## config.mk

```make
export PLATFORM = sky130hd
export DESIGN_NAME = sprite_clip_row_descriptor_gen_top
export DESIGN_NICKNAME = d
export VERILOG_FILES = /design/src/hdl/scrdg_pkg.sv /design/src/hdl/scrdg_ctrl.sv /design/src/hdl/scrdg_datapath.sv /design/src/hdl/sprite_clip_row_descriptor_gen_top.sv
export SDC_FILE = /design/constraint.sdc
export NUM_CORES = 1
export LEC_CHECK = 0
export ABC_AREA = 0
export BUFFER_PORTS_ARGS = -buffer_cell sky130_fd_sc_hd__buf_2
export CORE_MARGIN = 3
export CORE_UTILIZATION = 55
export DETAILED_ROUTE_END_ITERATION = 8
export PLACE_DENSITY = 0.78
export SLEW_MARGIN = 5
export SYNTH_ARGS = -nofsm -noshare
export SYNTH_HDL_FRONTEND = slang
export SYNTH_SLANG_ARGS = --single-unit
```

## constraint.sdc

```tcl
create_clock -name clk -period 6.9 [get_ports clk]
set_input_delay 0 -clock clk [delete_from_list [all_inputs] [get_ports clk]]
set_output_delay 0 -clock clk [all_outputs]
set_load 0.05 [all_outputs]
```

## src/hdl/scrdg_pkg.sv

```systemverilog
`default_nettype none
package scrdg_pkg;

    localparam int SCREEN_WIDTH    = 240;
    localparam int SCREEN_HEIGHT   = 160;
    localparam int MAX_SPRITE_ROWS = 64;

    localparam logic [31:0] FRAME_BASE_RESET = 32'h0600_0000;

    // Accumulator width for the running line offsets.
    localparam int ACC_W = 22;

    typedef enum logic [1:0] {
        ST_IDLE,
        ST_CLIP,
        ST_SETUP,
        ST_EMIT
    } ctrl_state_t;

    typedef struct packed {
        logic load;
        logic clip;
        logic setup;
        logic step;
    } dp_cmd_t;

    typedef struct packed {
        logic draw;
        logic last;
    } dp_status_t;

endpackage
`default_nettype wire

```

## src/hdl/scrdg_ctrl.sv

```systemverilog
`default_nettype none
module scrdg_ctrl (
    input  wire logic                 clk,
    input  wire logic                 rst_n,
    input  wire logic                 in_valid,
    output logic                      in_ready,
    output logic                      out_valid,
    input  wire logic                 out_ready,
    output scrdg_pkg::dp_cmd_t        cmd,
    input  wire scrdg_pkg::dp_status_t status
);
    import scrdg_pkg::*;

    ctrl_state_t state_reg;
    ctrl_state_t state_next;

    always_ff @(posedge clk or negedge rst_n)
    begin
        if (!rst_n)
        begin
            state_reg <= ST_IDLE;
        end
        else
        begin
            state_reg <= state_next;
        end
    end

    always_comb
    begin
        state_next = state_reg;
        case (state_reg)
            ST_IDLE:
            begin
                if (in_valid)
                begin
                    state_next = ST_CLIP;
                end
            end
            ST_CLIP:
            begin
                state_next = ST_SETUP;
            end
            ST_SETUP:
            begin
                state_next = status.draw ? ST_EMIT : ST_IDLE;
            end
            ST_EMIT:
            begin
                if (out_ready && status.last)
                begin
                    state_next = ST_IDLE;
                end
            end
            default:
            begin
                state_next = ST_IDLE;
            end
        endcase
    end

    always_comb
    begin
        in_ready  = 1'b0;
        out_valid = 1'b0;
        cmd       = '0;
        case (state_reg)
            ST_IDLE:
            begin
                in_ready = 1'b1;
                cmd.load = in_valid;
            end
            ST_CLIP:
            begin
                cmd.clip = 1'b1;
            end
            ST_SETUP:
            begin
                cmd.setup = 1'b1;
            end
            ST_EMIT:
            begin
                out_valid = 1'b1;
                cmd.step  = out_ready;
            end
            default:
            begin
                in_ready = 1'b0;
            end
        endcase
    end

endmodule
`default_nettype wire

```

## src/hdl/scrdg_datapath.sv

```systemverilog
`default_nettype none
module scrdg_datapath (
    input  wire logic                  clk,
    input  wire logic                  rst_n,
    input  wire scrdg_pkg::dp_cmd_t    cmd,
    output scrdg_pkg::dp_status_t      status,
    input  wire logic                  cfg_we,
    input  wire logic [31:0]           cfg_wdata,
    input  wire logic signed [10:0]    dest_row,
    input  wire logic signed [10:0]    dest_col,
    input  wire logic [9:0]            src_row,
    input  wire logic [9:0]            src_col,
    input  wire logic [6:0]            sprite_height,
    input  wire logic [7:0]            sprite_width,
    input  wire logic [31:0]           image_base,
    input  wire logic [9:0]            image_pitch,
    output logic [31:0]                source_address,
    output logic [31:0]                dest_address,
    output logic [6:0]                 halfword_count,
    output logic                       last_row
);
    import scrdg_pkg::*;

    localparam logic signed [12:0] SW_S  = 13'(SCREEN_WIDTH);
    localparam logic signed [12:0] SH_S  = 13'(SCREEN_HEIGHT);
    localparam logic [6:0]         MAXR  = 7'(MAX_SPRITE_ROWS);
    localparam logic [10:0]        SW_U  = 11'(SCREEN_WIDTH);

    logic [31:0]        frame_base_reg;

    logic signed [10:0] dest_row_reg;
    logic signed [10:0] dest_col_reg;
    logic [9:0]         src_row_reg;
    logic [9:0]         src_col_reg;
    logic [6:0]         sprite_height_reg;
    logic [7:0]         sprite_width_reg;
    logic [31:0]        image_base_reg;
    logic [9:0]         image_pitch_reg;

    logic signed [12:0] clip_r;
    logic signed [12:0] clip_c;
    logic signed [12:0] clip_sr;
    logic signed [12:0] clip_sc;
    logic signed [12:0] clip_w;
    logic signed [12:0] clip_h;
    logic [6:0]         height_sat;
    logic               clip_draw;

    logic [9:0]         r_reg;
    logic [9:0]         c_reg;
    logic [10:0]        sr_reg;
    logic [10:0]        sc_reg;
    logic [7:0]         w_reg;
    logic               draw_reg;
    logic [6:0]         rows_left_reg;

    logic [ACC_W-1:0]   sacc_reg;
    logic [ACC_W-1:0]   dacc_reg;

    always_ff @(posedge clk or negedge rst_n)
    begin
        if (!rst_n)
        begin
            frame_base_reg <= FRAME_BASE_RESET;
        end
        else if (cfg_we)
        begin
            frame_base_reg <= cfg_wdata;
        end
    end

    always_ff @(posedge clk)
    begin
        if (cmd.load)
        begin
            dest_row_reg      <= dest_row;
            dest_col_reg      <= dest_col;
            src_row_reg       <= src_row;
            src_col_reg       <= src_col;
            sprite_height_reg <= sprite_height;
            sprite_width_reg  <= sprite_width;
            image_base_reg    <= image_base;
            image_pitch_reg   <= image_pitch;
        end
    end

    // Clip against the left and right edges first, then top and bottom.
    always_comb
    begin
        height_sat = (sprite_height_reg > MAXR) ? MAXR : sprite_height_reg;
        clip_r     = 13'(dest_row_reg);
        clip_c     = 13'(dest_col_reg);
        clip_sr    = signed'({3'b000, src_row_reg});
        clip_sc    = signed'({3'b000, src_col_reg});
        clip_w     = signed'({5'b00000, sprite_width_reg});
        clip_h     = signed'({6'b000000, height_sat});
        clip_draw  = (height_sat != 7'd0) && (sprite_width_reg != 8'd0);

        if (clip_c < 0)
        begin
            if (clip_w + clip_c > 0)
            begin
                clip_sc = clip_sc - clip_c;
                clip_w  = clip_w + clip_c;
                clip_c  = '0;
            end
            else
            begin
                clip_draw = 1'b0;
            end
        end
        if (clip_c + clip_w > SW_S)
        begin
            if (clip_c >= SW_S)
            begin
                clip_draw = 1'b0;
            end
            else
            begin
                clip_w = SW_S - clip_c;
            end
        end
        if (clip_r < 0)
        begin
            if (clip_h + clip_r > 0)
            begin
                clip_sr = clip_sr - clip_r;
                clip_h  = clip_h + clip_r;
                clip_r  = '0;
            end
            else
            begin
                clip_draw = 1'b0;
            end
        end
        if (clip_r + clip_h > SH_S)
        begin
            if (clip_r >= SH_S)
            begin
                clip_draw = 1'b0;
            end
            else
            begin
                clip_h = SH_S - clip_r;
            end
        end
    end

    always_ff @(posedge clk or negedge rst_n)
    begin
        if (!rst_n)
        begin
            draw_reg      <= 1'b0;
            rows_left_reg <= '0;
        end
        else if (cmd.clip)
        begin
            draw_reg      <= clip_draw;
            rows_left_reg <= clip_h[6:0];
        end
        else if (cmd.step)
        begin
            rows_left_reg <= rows_left_reg - 7'd1;
        end
    end

    always_ff @(posedge clk)
    begin
        if (cmd.clip)
        begin
            r_reg  <= clip_r[9:0];
            c_reg  <= clip_c[9:0];
            sr_reg <= clip_sr[10:0];
            sc_reg <= clip_sc[10:0];
            w_reg  <= clip_w[7:0];
        end
    end

    // Line offsets start from one multiply each, then advance by one stride per row.
    always_ff @(posedge clk)
    begin
        if (cmd.setup)
        begin
            sacc_reg <= ACC_W'(sr_reg) * ACC_W'(image_pitch_reg) + ACC_W'(sc_reg);
            dacc_reg <= ACC_W'(r_reg) * ACC_W'(SW_U) + ACC_W'(c_reg);
        end
        else if (cmd.step)
        begin
            sacc_reg <= sacc_reg + ACC_W'(image_pitch_reg);
            dacc_reg <= dacc_reg + ACC_W'(SW_U);
        end
    end

    assign source_address = image_base_reg + 32'({sacc_reg[ACC_W-1:1], 1'b0});
    assign dest_address   = frame_base_reg + 32'({dacc_reg[ACC_W-1:1], 1'b0});
    assign halfword_count = w_reg[7:1];
    assign last_row       = (rows_left_reg == 7'd1);

    assign status.draw = draw_reg;
    assign status.last = last_row;

endmodule
`default_nettype wire

```

## src/hdl/sprite_clip_row_descriptor_gen_top.sv

```systemverilog
// The first row descriptor is valid once the request has passed the clip and setup states.
// Throughput: one descriptor per cycle while out_ready is high; a request of h visible rows
// gives h descriptors, and a request that draws nothing gives none. One request is processed at a time.
// The clip stage and the line offset multiply stage both come before rows issue.
// Reset (rst_n, asynchronous, active low) returns the controller to idle and
// sets frame_base to 0x0600_0000.
`default_nettype none
module sprite_clip_row_descriptor_gen_top (
    input  wire logic               clk,
    input  wire logic               rst_n,
    input  wire logic               cfg_we,
    input  wire logic [31:0]        cfg_wdata,
    input  wire logic               in_valid,
    output logic                    in_ready,
    input  wire logic signed [10:0] dest_row,
    input  wire logic signed [10:0] dest_col,
    input  wire logic [9:0]         src_row,
    input  wire logic [9:0]         src_col,
    input  wire logic [6:0]         sprite_height,
    input  wire logic [7:0]         sprite_width,
    input  wire logic [31:0]        image_base,
    input  wire logic [9:0]         image_pitch,
    output logic                    out_valid,
    input  wire logic               out_ready,
    output logic [31:0]             source_address,
    output logic [31:0]             dest_address,
    output logic [6:0]              halfword_count,
    output logic                    last_row
);
    import scrdg_pkg::*;

    dp_cmd_t    cmd;
    dp_status_t status;

    scrdg_ctrl u_ctrl (
        .clk       (clk),
        .rst_n     (rst_n),
        .in_valid  (in_valid),
        .in_ready  (in_ready),
        .out_valid (out_valid),
        .out_ready (out_ready),
        .cmd       (cmd),
        .status    (status)
    );

    scrdg_datapath u_datapath (
        .clk            (clk),
        .rst_n          (rst_n),
        .cmd            (cmd),
        .status         (status),
        .cfg_we         (cfg_we),
        .cfg_wdata      (cfg_wdata),
        .dest_row       (dest_row),
        .dest_col       (dest_col),
        .src_row        (src_row),
        .src_col        (src_col),
        .sprite_height  (sprite_height),
        .sprite_width   (sprite_width),
        .image_base     (image_base),
        .image_pitch    (image_pitch),
        .source_address (source_address),
        .dest_address   (dest_address),
        .halfword_count (halfword_count),
        .last_row       (last_row)
    );

endmodule
`default_nettype wire

```

==> flow_metrics.py, run 1 <==
metrics = {
    "floorplan": {
        "die_x_um": 196.3,
        "dieArea_mm2": 0.03852,
        "initial_utilization_pct": 55.84,
        "coreArea_mm2": 0.03566,
        "dieHeight_um": 196.3,
        "std_cell_rows": 69,
        "io_pins": 210,
    },
    "logic_synthesis": {
        "synth_cell_types": 82,
        "synth_seq_cells": 232,
        "syn_inst": 1997,
        "synth-warning-count": 0,
        "synth_ff_type": "edfxtp_1",
        "ys_top_cells_by_count": "ha_1 (196), inv_1 (191), nand2_1 (191)",
        "synth_area_mm2": 0.01991,
        "yosysMostFrequentCell": "ha_1",
        "syn_area_per_cell_um2": 9.970,
        "synth_edf_count": 190,
        "async_reset_ff_share_pct": 18.10,
        "synth_top_cell_area_share_pct": 28.66,
        "yosysSeqAreaShare_pct": 33.95,
        "synth_area_leader_cell": "edfxtp_1",
        "synth_area_leaders": "edfxtp_1 (29%), ha_1 (12%), fa_1 (11%), dfrtp_1 (5.0%), xnor2_1 (4.1%)",
    },
    "detailed_routing": {
        "ant_nets": 0,
        "wl_per_cell_um": 18.20,
        "dr.pass1.iters": 5,
        "vias": 16240,
        "routed_wl_um": 51760,
        "drt_iter0_markers": 894,
        "viasPerCell": 5.711,
        "drc": 0,
    },
    "global_routing": {
        "grt_pass1_vias": 16840,
        "grt_max_degree": 59,
        "grt_overflow": 0,
        "grtUsageTotal_pct": 26.87,
        "antenna_found_initial": 1,
        "grt_use_met3_pct": 4.190,
        "grt_pass1_wl_um": 84710,
        "top_usage_layer": "met2",
        "grtUsageMet2_pct": 46.61,
        "met1_usage_pct": 35.33,
    },
    "clock_network": {
        "cts_buffers": 28,
        "cts_sinks": 232,
        "root_buffer": "clkbuf_16",
        "clock_latency_ns": 0.56,
        "path_clk_slew_ns": 0.06,
        "htreeDepth": 1,
        "cts_tree": "yes",
        "clockBufferDepth": 3,
    },
    "placement": {
        "dpl-instance-area_mm2": 0.02160,
        "port_buffers": 209,
        "gp_congestion": 0.8841,
        "hpwl_um": 38160,
    },
    "critical_path": {
        "critPathMaxFanout": 7,
        "worstSetupPathType": "reg2reg",
        "critPathArrivalTime_ns": 7.09,
        "critPathRequiredTime_ns": 7.38,
        "r2r_cells": 27,
        "cp-end-kind": "flop",
        "cp-start-kind": "flop",
    },
    "layout": {
        "drive_above_1_share_pct": 15.95,
        "finalInstanceArea_mm2": 0.02407,
        "nets": 2802,
        "antenna_cells": 0,
        "syn_to_final_growth_pct": 20.88,
        "nFillCells": 2676,
        "finish.utilization_pct": 67.50,
    },
    "sta": {
        "maxSlewViolCount": 0,
        "slew_headroom_pct": 25.85,
        "fin_crit_ns": 6.606,
        "tightestPinTransition_ns": 1.111,
        "setup_tns_ns": 0,
        "finalHoldViolCount": 0,
        "rsz0062_at_grt": "yes",
        "fin_skew_ns": 0.01773,
        "clock.fmax_ghz": 0.1514,
        "setup_viol": 0,
        "finalCritPeriodShare_pct": 95.74,
    },
    "status": {
        "status": "complete, no violations",
    },
    "job": {
        "cap_violations": 0,
    },
    "min_path": {
        "holdCritPathClass": "in2reg",
        "min_delay_path_depth": 3,
    },
}
==> worst paths after layout <==
path / startpoint / end / slack (ns)
max: u_datapath.sprite_height_reg[6] / u_datapath.draw_reg / 0.29
min: cfg_we / u_datapath.frame_base_reg[2] / 0.08
max reg2reg: u_datapath.sprite_height_reg[6] / u_datapath.draw_reg / 0.29
min reg2reg: u_datapath.frame_base_reg[6] / u_datapath.frame_base_reg[6] / 0.51
max in group asynchronous: rst_n / u_datapath.frame_base_reg[29] / 6.13
min in group asynchronous: rst_n / u_datapath.frame_base_reg[8] / 0.16
==> repair_timing <==
action | in CTS | in global routing
hold buffers | 133 | 0
endpoints found under the hold margin | 176 | 0
resized for setup | 0 | 10
buffers inserted | 0 | 5
endpoints found under the setup margin | 0 | 13
==> through the flow <==
stage / hold WS [ns] / setup WS [ns] / std cells
finish: 0.07589 / 0.2936 / 2844
global route: 0.1038 / -0.06472 / 2844
CTS: 0.03743 / 0.1288 / 2839
detailed placement: 0.1781 / 0.1664 / 2654
global placement: 0.1759 / 0.2855 / 2654
floorplan: -0.2956 / 0.07706 / 2001
==> layer usage <==
metal  vias up  routed length (µm)
li1       7773                   -
met1      7844               22860
met2       525               24720
met3        98                2894
met4         2                1267
met5         -                  13
==> worst max-delay path, stage by stage (launching register included) <==
cell      delay (ns)
edfxtp_1        0.48
buf_4           0.18
nor2b_1         0.14
ha_1            0.34
a211o_4         0.41
a21oi_4         0.18
o221ai_2        0.17
or4b_4          0.52
nand2_2         0.14
nand2_1         0.09
inv_1           0.08
ha_1            0.17
inv_1           0.06
fa_1            0.38
nand2b_1        0.16
maj3_1          0.34
o22ai_1         0.14
buf_4           0.15
a221oi_1        0.10
buf_4           0.17
a211oi_4        0.24
a221oi_1        0.15
or3_1           0.36
a32oi_1         0.31
a41o_1          0.31
nand2_1         0.14
a2111o_1        0.43
a32oi_1         0.16
==> kinds of logic (layout without fill, tap and decap cells) <==
kind of cell | count (synthesis) | in the layout | synth area share (%)
fa+ha+maj | 308 | 308 | 23.43
compound gates | 431 | 431 | 14.26
xor+xnor | 152 | 152 | 6.687
simple gates | 578 | 578 | 14.09
mux | 52 | 52 | 2.885
flops | 232 | 232 | 33.95
other cells | 1 | 5 | 0.01884
buf+inv | 243 | 625 | 4.682
==> cell usage in the layout, fill, tap and decap left out, drive strengths merged, types with 18 or more instances in the layout <==
master       Yosys  final
o21a            21     21
or3             18     18
dlygate4sd3      0    133
mux2            40     40
nor3            30     30
nor2           119    119
a21oi           95     95
xnor2           93     93
buf             12    248
clkbuf          39     32
a21o            44     44
nand2b          30     30
xor2            59     59
dfrtp           40     40
o21ai          122    122
nand3           39     39
nor2b           24     24
nand2          191    191
and2            62     62
ha             196    196
inv            191    193
fa             109    109
a211oi          20     20
edfxtp         190    190
==> area by class of cell <==
type	count	area (µm²)	share of cell area (%)
clock inverter	20	275.3	1.144
sequential	232	6759	28.08
inverter	192	720.7	2.995
timing repair buffer	381	2670	11.09
clock buffer	32	767.0	3.187
tap	461	576.8	2.397
multi-input combinational	1526	12300	51.10
Power of run 1 is left out: the tool's default activity adds up to more than one toggle a clock period on the data nets, which glitch-free logic cannot reach.
==> run 2: changes to the inputs <==
--- a/config.mk
+++ b/config.mk
@@ -7,6 +7,7 @@
 export LEC_CHECK = 0
 export ABC_AREA = 0
 export BUFFER_PORTS_ARGS = -buffer_cell sky130_fd_sc_hd__buf_2
+export CORE_ASPECT_RATIO = 0.5
 export CORE_MARGIN = 3
 export CORE_UTILIZATION = 55
 export DETAILED_ROUTE_END_ITERATION = 8
==> flow_metrics.py, run 2 (synthesis gave the netlist of run 1 again) <==
metrics = {
    "sta": {
        "setup_viol": 0,
        "slew_headroom_pct": 25.30,
        "worst_slack_ns": 0.3297,
        "fin_skew_ns": 0.01181,
        "maxSlewViolCount": 0,
        "finalCritPeriodShare_pct": 95.22,
        "clock.fmax_ghz": 0.1522,
        "fin_crit_ns": 6.570,
        "finalHoldViolCount": 0,
        "tightestPinTransition_ns": 1.119,
    },
    "critical_path": {
        "critPathArrivalTime_ns": 7.02,
        "cp-end-kind": "flop",
        "cp_common_cell": "nand2_1",
        "cp.depth": 25,
        "critPathRequiredTime_ns": 7.35,
        "r2r_cells": 25,
        "startpoint": "u_datapath.sprite_height_reg[0]",
        "critPathMaxFanout": 7,
        "crit_buf_inv": 1,
        "cp_top_family": "compound AO/OA/AOI/OAI gates",
        "cp-start-kind": "flop",
        "r2r_slack_ns": 0.33,
        "worstSetupPathType": "reg2reg",
        "slowest_stage": "or4b_4",
        "r2r-start": "u_datapath.sprite_height_reg[0]",
        "critPathMaxStageDelay_ns": 0.53,
    },
    "detailed_routing": {
        "wl_per_cell_um": 17.33,
        "drc": 0,
        "viasPerCell": 5.594,
        "dr.pass1.iters": 5,
        "ant_nets": 0,
        "drt_iter0_markers": 1020,
        "routed_wl_um": 49140,
        "vias": 15860,
    },
    "global_routing": {
        "grt_max_degree": 78,
        "grtUsageTotal_pct": 25.40,
        "grt_overflow": 0,
        "antenna_found_initial": 1,
        "grt_pass1_wl_um": 79630,
        "grt_pass1_vias": 15810,
    },
    "min_path": {
        "holdCritPathClass": "in2reg",
        "worstHoldStart": "in_valid",
        "min_delay_path_depth": 2,
    },
    "clock_network": {
        "cts_sinks": 232,
        "clock_latency_ns": 0.54,
        "htreeDepth": 1,
        "cts_buffers": 25,
        "clockBufferDepth": 3,
        "root_buffer": "clkbuf_16",
        "path_clk_slew_ns": 0.06,
        "cts_tree": "yes",
    },
    "floorplan": {
        "initial_utilization_pct": 56.76,
        "dieHeight_um": 140.5,
        "die_x_um": 275.1,
        "std_cell_rows": 48,
        "coreArea_mm2": 0.03507,
        "io_pins": 210,
        "dieArea_mm2": 0.03866,
    },
    "layout": {
        "seqCellArea_mm2": 0.006759,
        "most-common-layout-cells": "buf_2 (209), ha_1 (195), inv_1 (191)",
        "drive_above_1_share_pct": 15.17,
        "antenna_cells": 0,
        "final_common_cell": "buf_2",
        "multiInputGateArea_mm2": 0.01232,
        "nFillCells": 2668,
        "finish.utilization_pct": 67.94,
        "syn_to_final_growth_pct": 19.69,
        "nets": 2784,
    },
    "job": {
        "cap_violations": 0,
    },
    "placement": {
        "hpwl_um": 36350,
        "port_buffers": 209,
        "gp_congestion": 0.8897,
        "dp_worst_setup_slack_ns": 0.02544,
    },
    "status": {
        "status": "complete, no violations",
    },
}
run 2: layer usage:
| layer | share of wire, % | wire length [µm] | GRT usage [%] |
|---|---|---|---|
| met1 | 46 | 22400 | 35.80 |
| met5 | 0 | 0 | 0 |
| met2 | 46 | 22610 | 42.01 |
| met3 | 6.8 | 3341 | 3.988 |
| met4 | 1.6 | 789 | 4.799 |
run 2: worst paths after layout:
kind | end
max reg2reg | u_datapath.draw_reg
min reg2reg | u_datapath.frame_base_reg[0]
max in group asynchronous | u_datapath.rows_left_reg[1]
min in group asynchronous | u_datapath.frame_base_reg[27]
max | u_datapath.draw_reg
min | u_datapath.src_row_reg[6]
run 2: repair_timing:
action                     in CTS  in global routing
resized for setup               1                 13
hold endpoints to repair      176                  0
buffers inserted                0                  1
setup endpoints to repair       1                 14
hold buffers                  133                  0
pin swaps                       0                  2
run 2: final cells by class:
type / count / area share [%]
Clock buffer: 27 / 2.657
Clock inverter: 17 / 1.019
Inverter: 192 / 3.024
Multi-Input combinational cell: 1526 / 51.71
Sequential cell: 232 / 28.36
Tap cell: 475 / 2.494
Timing Repair Buffer: 366 / 10.73
run 2: worst register-to-register path, cell delays in order, from the launching register on:
cell,delay [ns]
edfxtp_1,0.39
nor2b_1,0.16
ha_1,0.23
fa_1,0.45
a211o_4,0.39
a21oi_4,0.18
o221ai_2,0.16
or4b_4,0.53
nand2_4,0.13
nand2_1,0.07
nand2_1,0.12
ha_1,0.18
inv_1,0.06
fa_1,0.39
nand2b_1,0.16
maj3_1,0.36
o22ai_2,0.20
a221oi_1,0.17
or3b_2,0.49
o221a_2,0.30
a2111oi_2,0.21
or4_4,0.18
a41o_1,0.24
nand2_1,0.12
a2111o_1,0.43
a32oi_1,0.16
run 2: through the flow:
step / cell area (µm²) / hold slack (ns) / std cells / TNS [ns]
finish: 23830 / 0.01803 / 2835 / 0
global route: 23830 / 0.01134 / 2835 / -0.004817
CTS: 23760 / 0.003099 / 2834 / 0
detailed placement: 21540 / 0.1781 / 2657 / 0
global placement: 21540 / 0.1759 / 2657 / 0
floorplan: 19930 / -0.2956 / 2001 / 0
Power of run 2 is left out for the same reason.
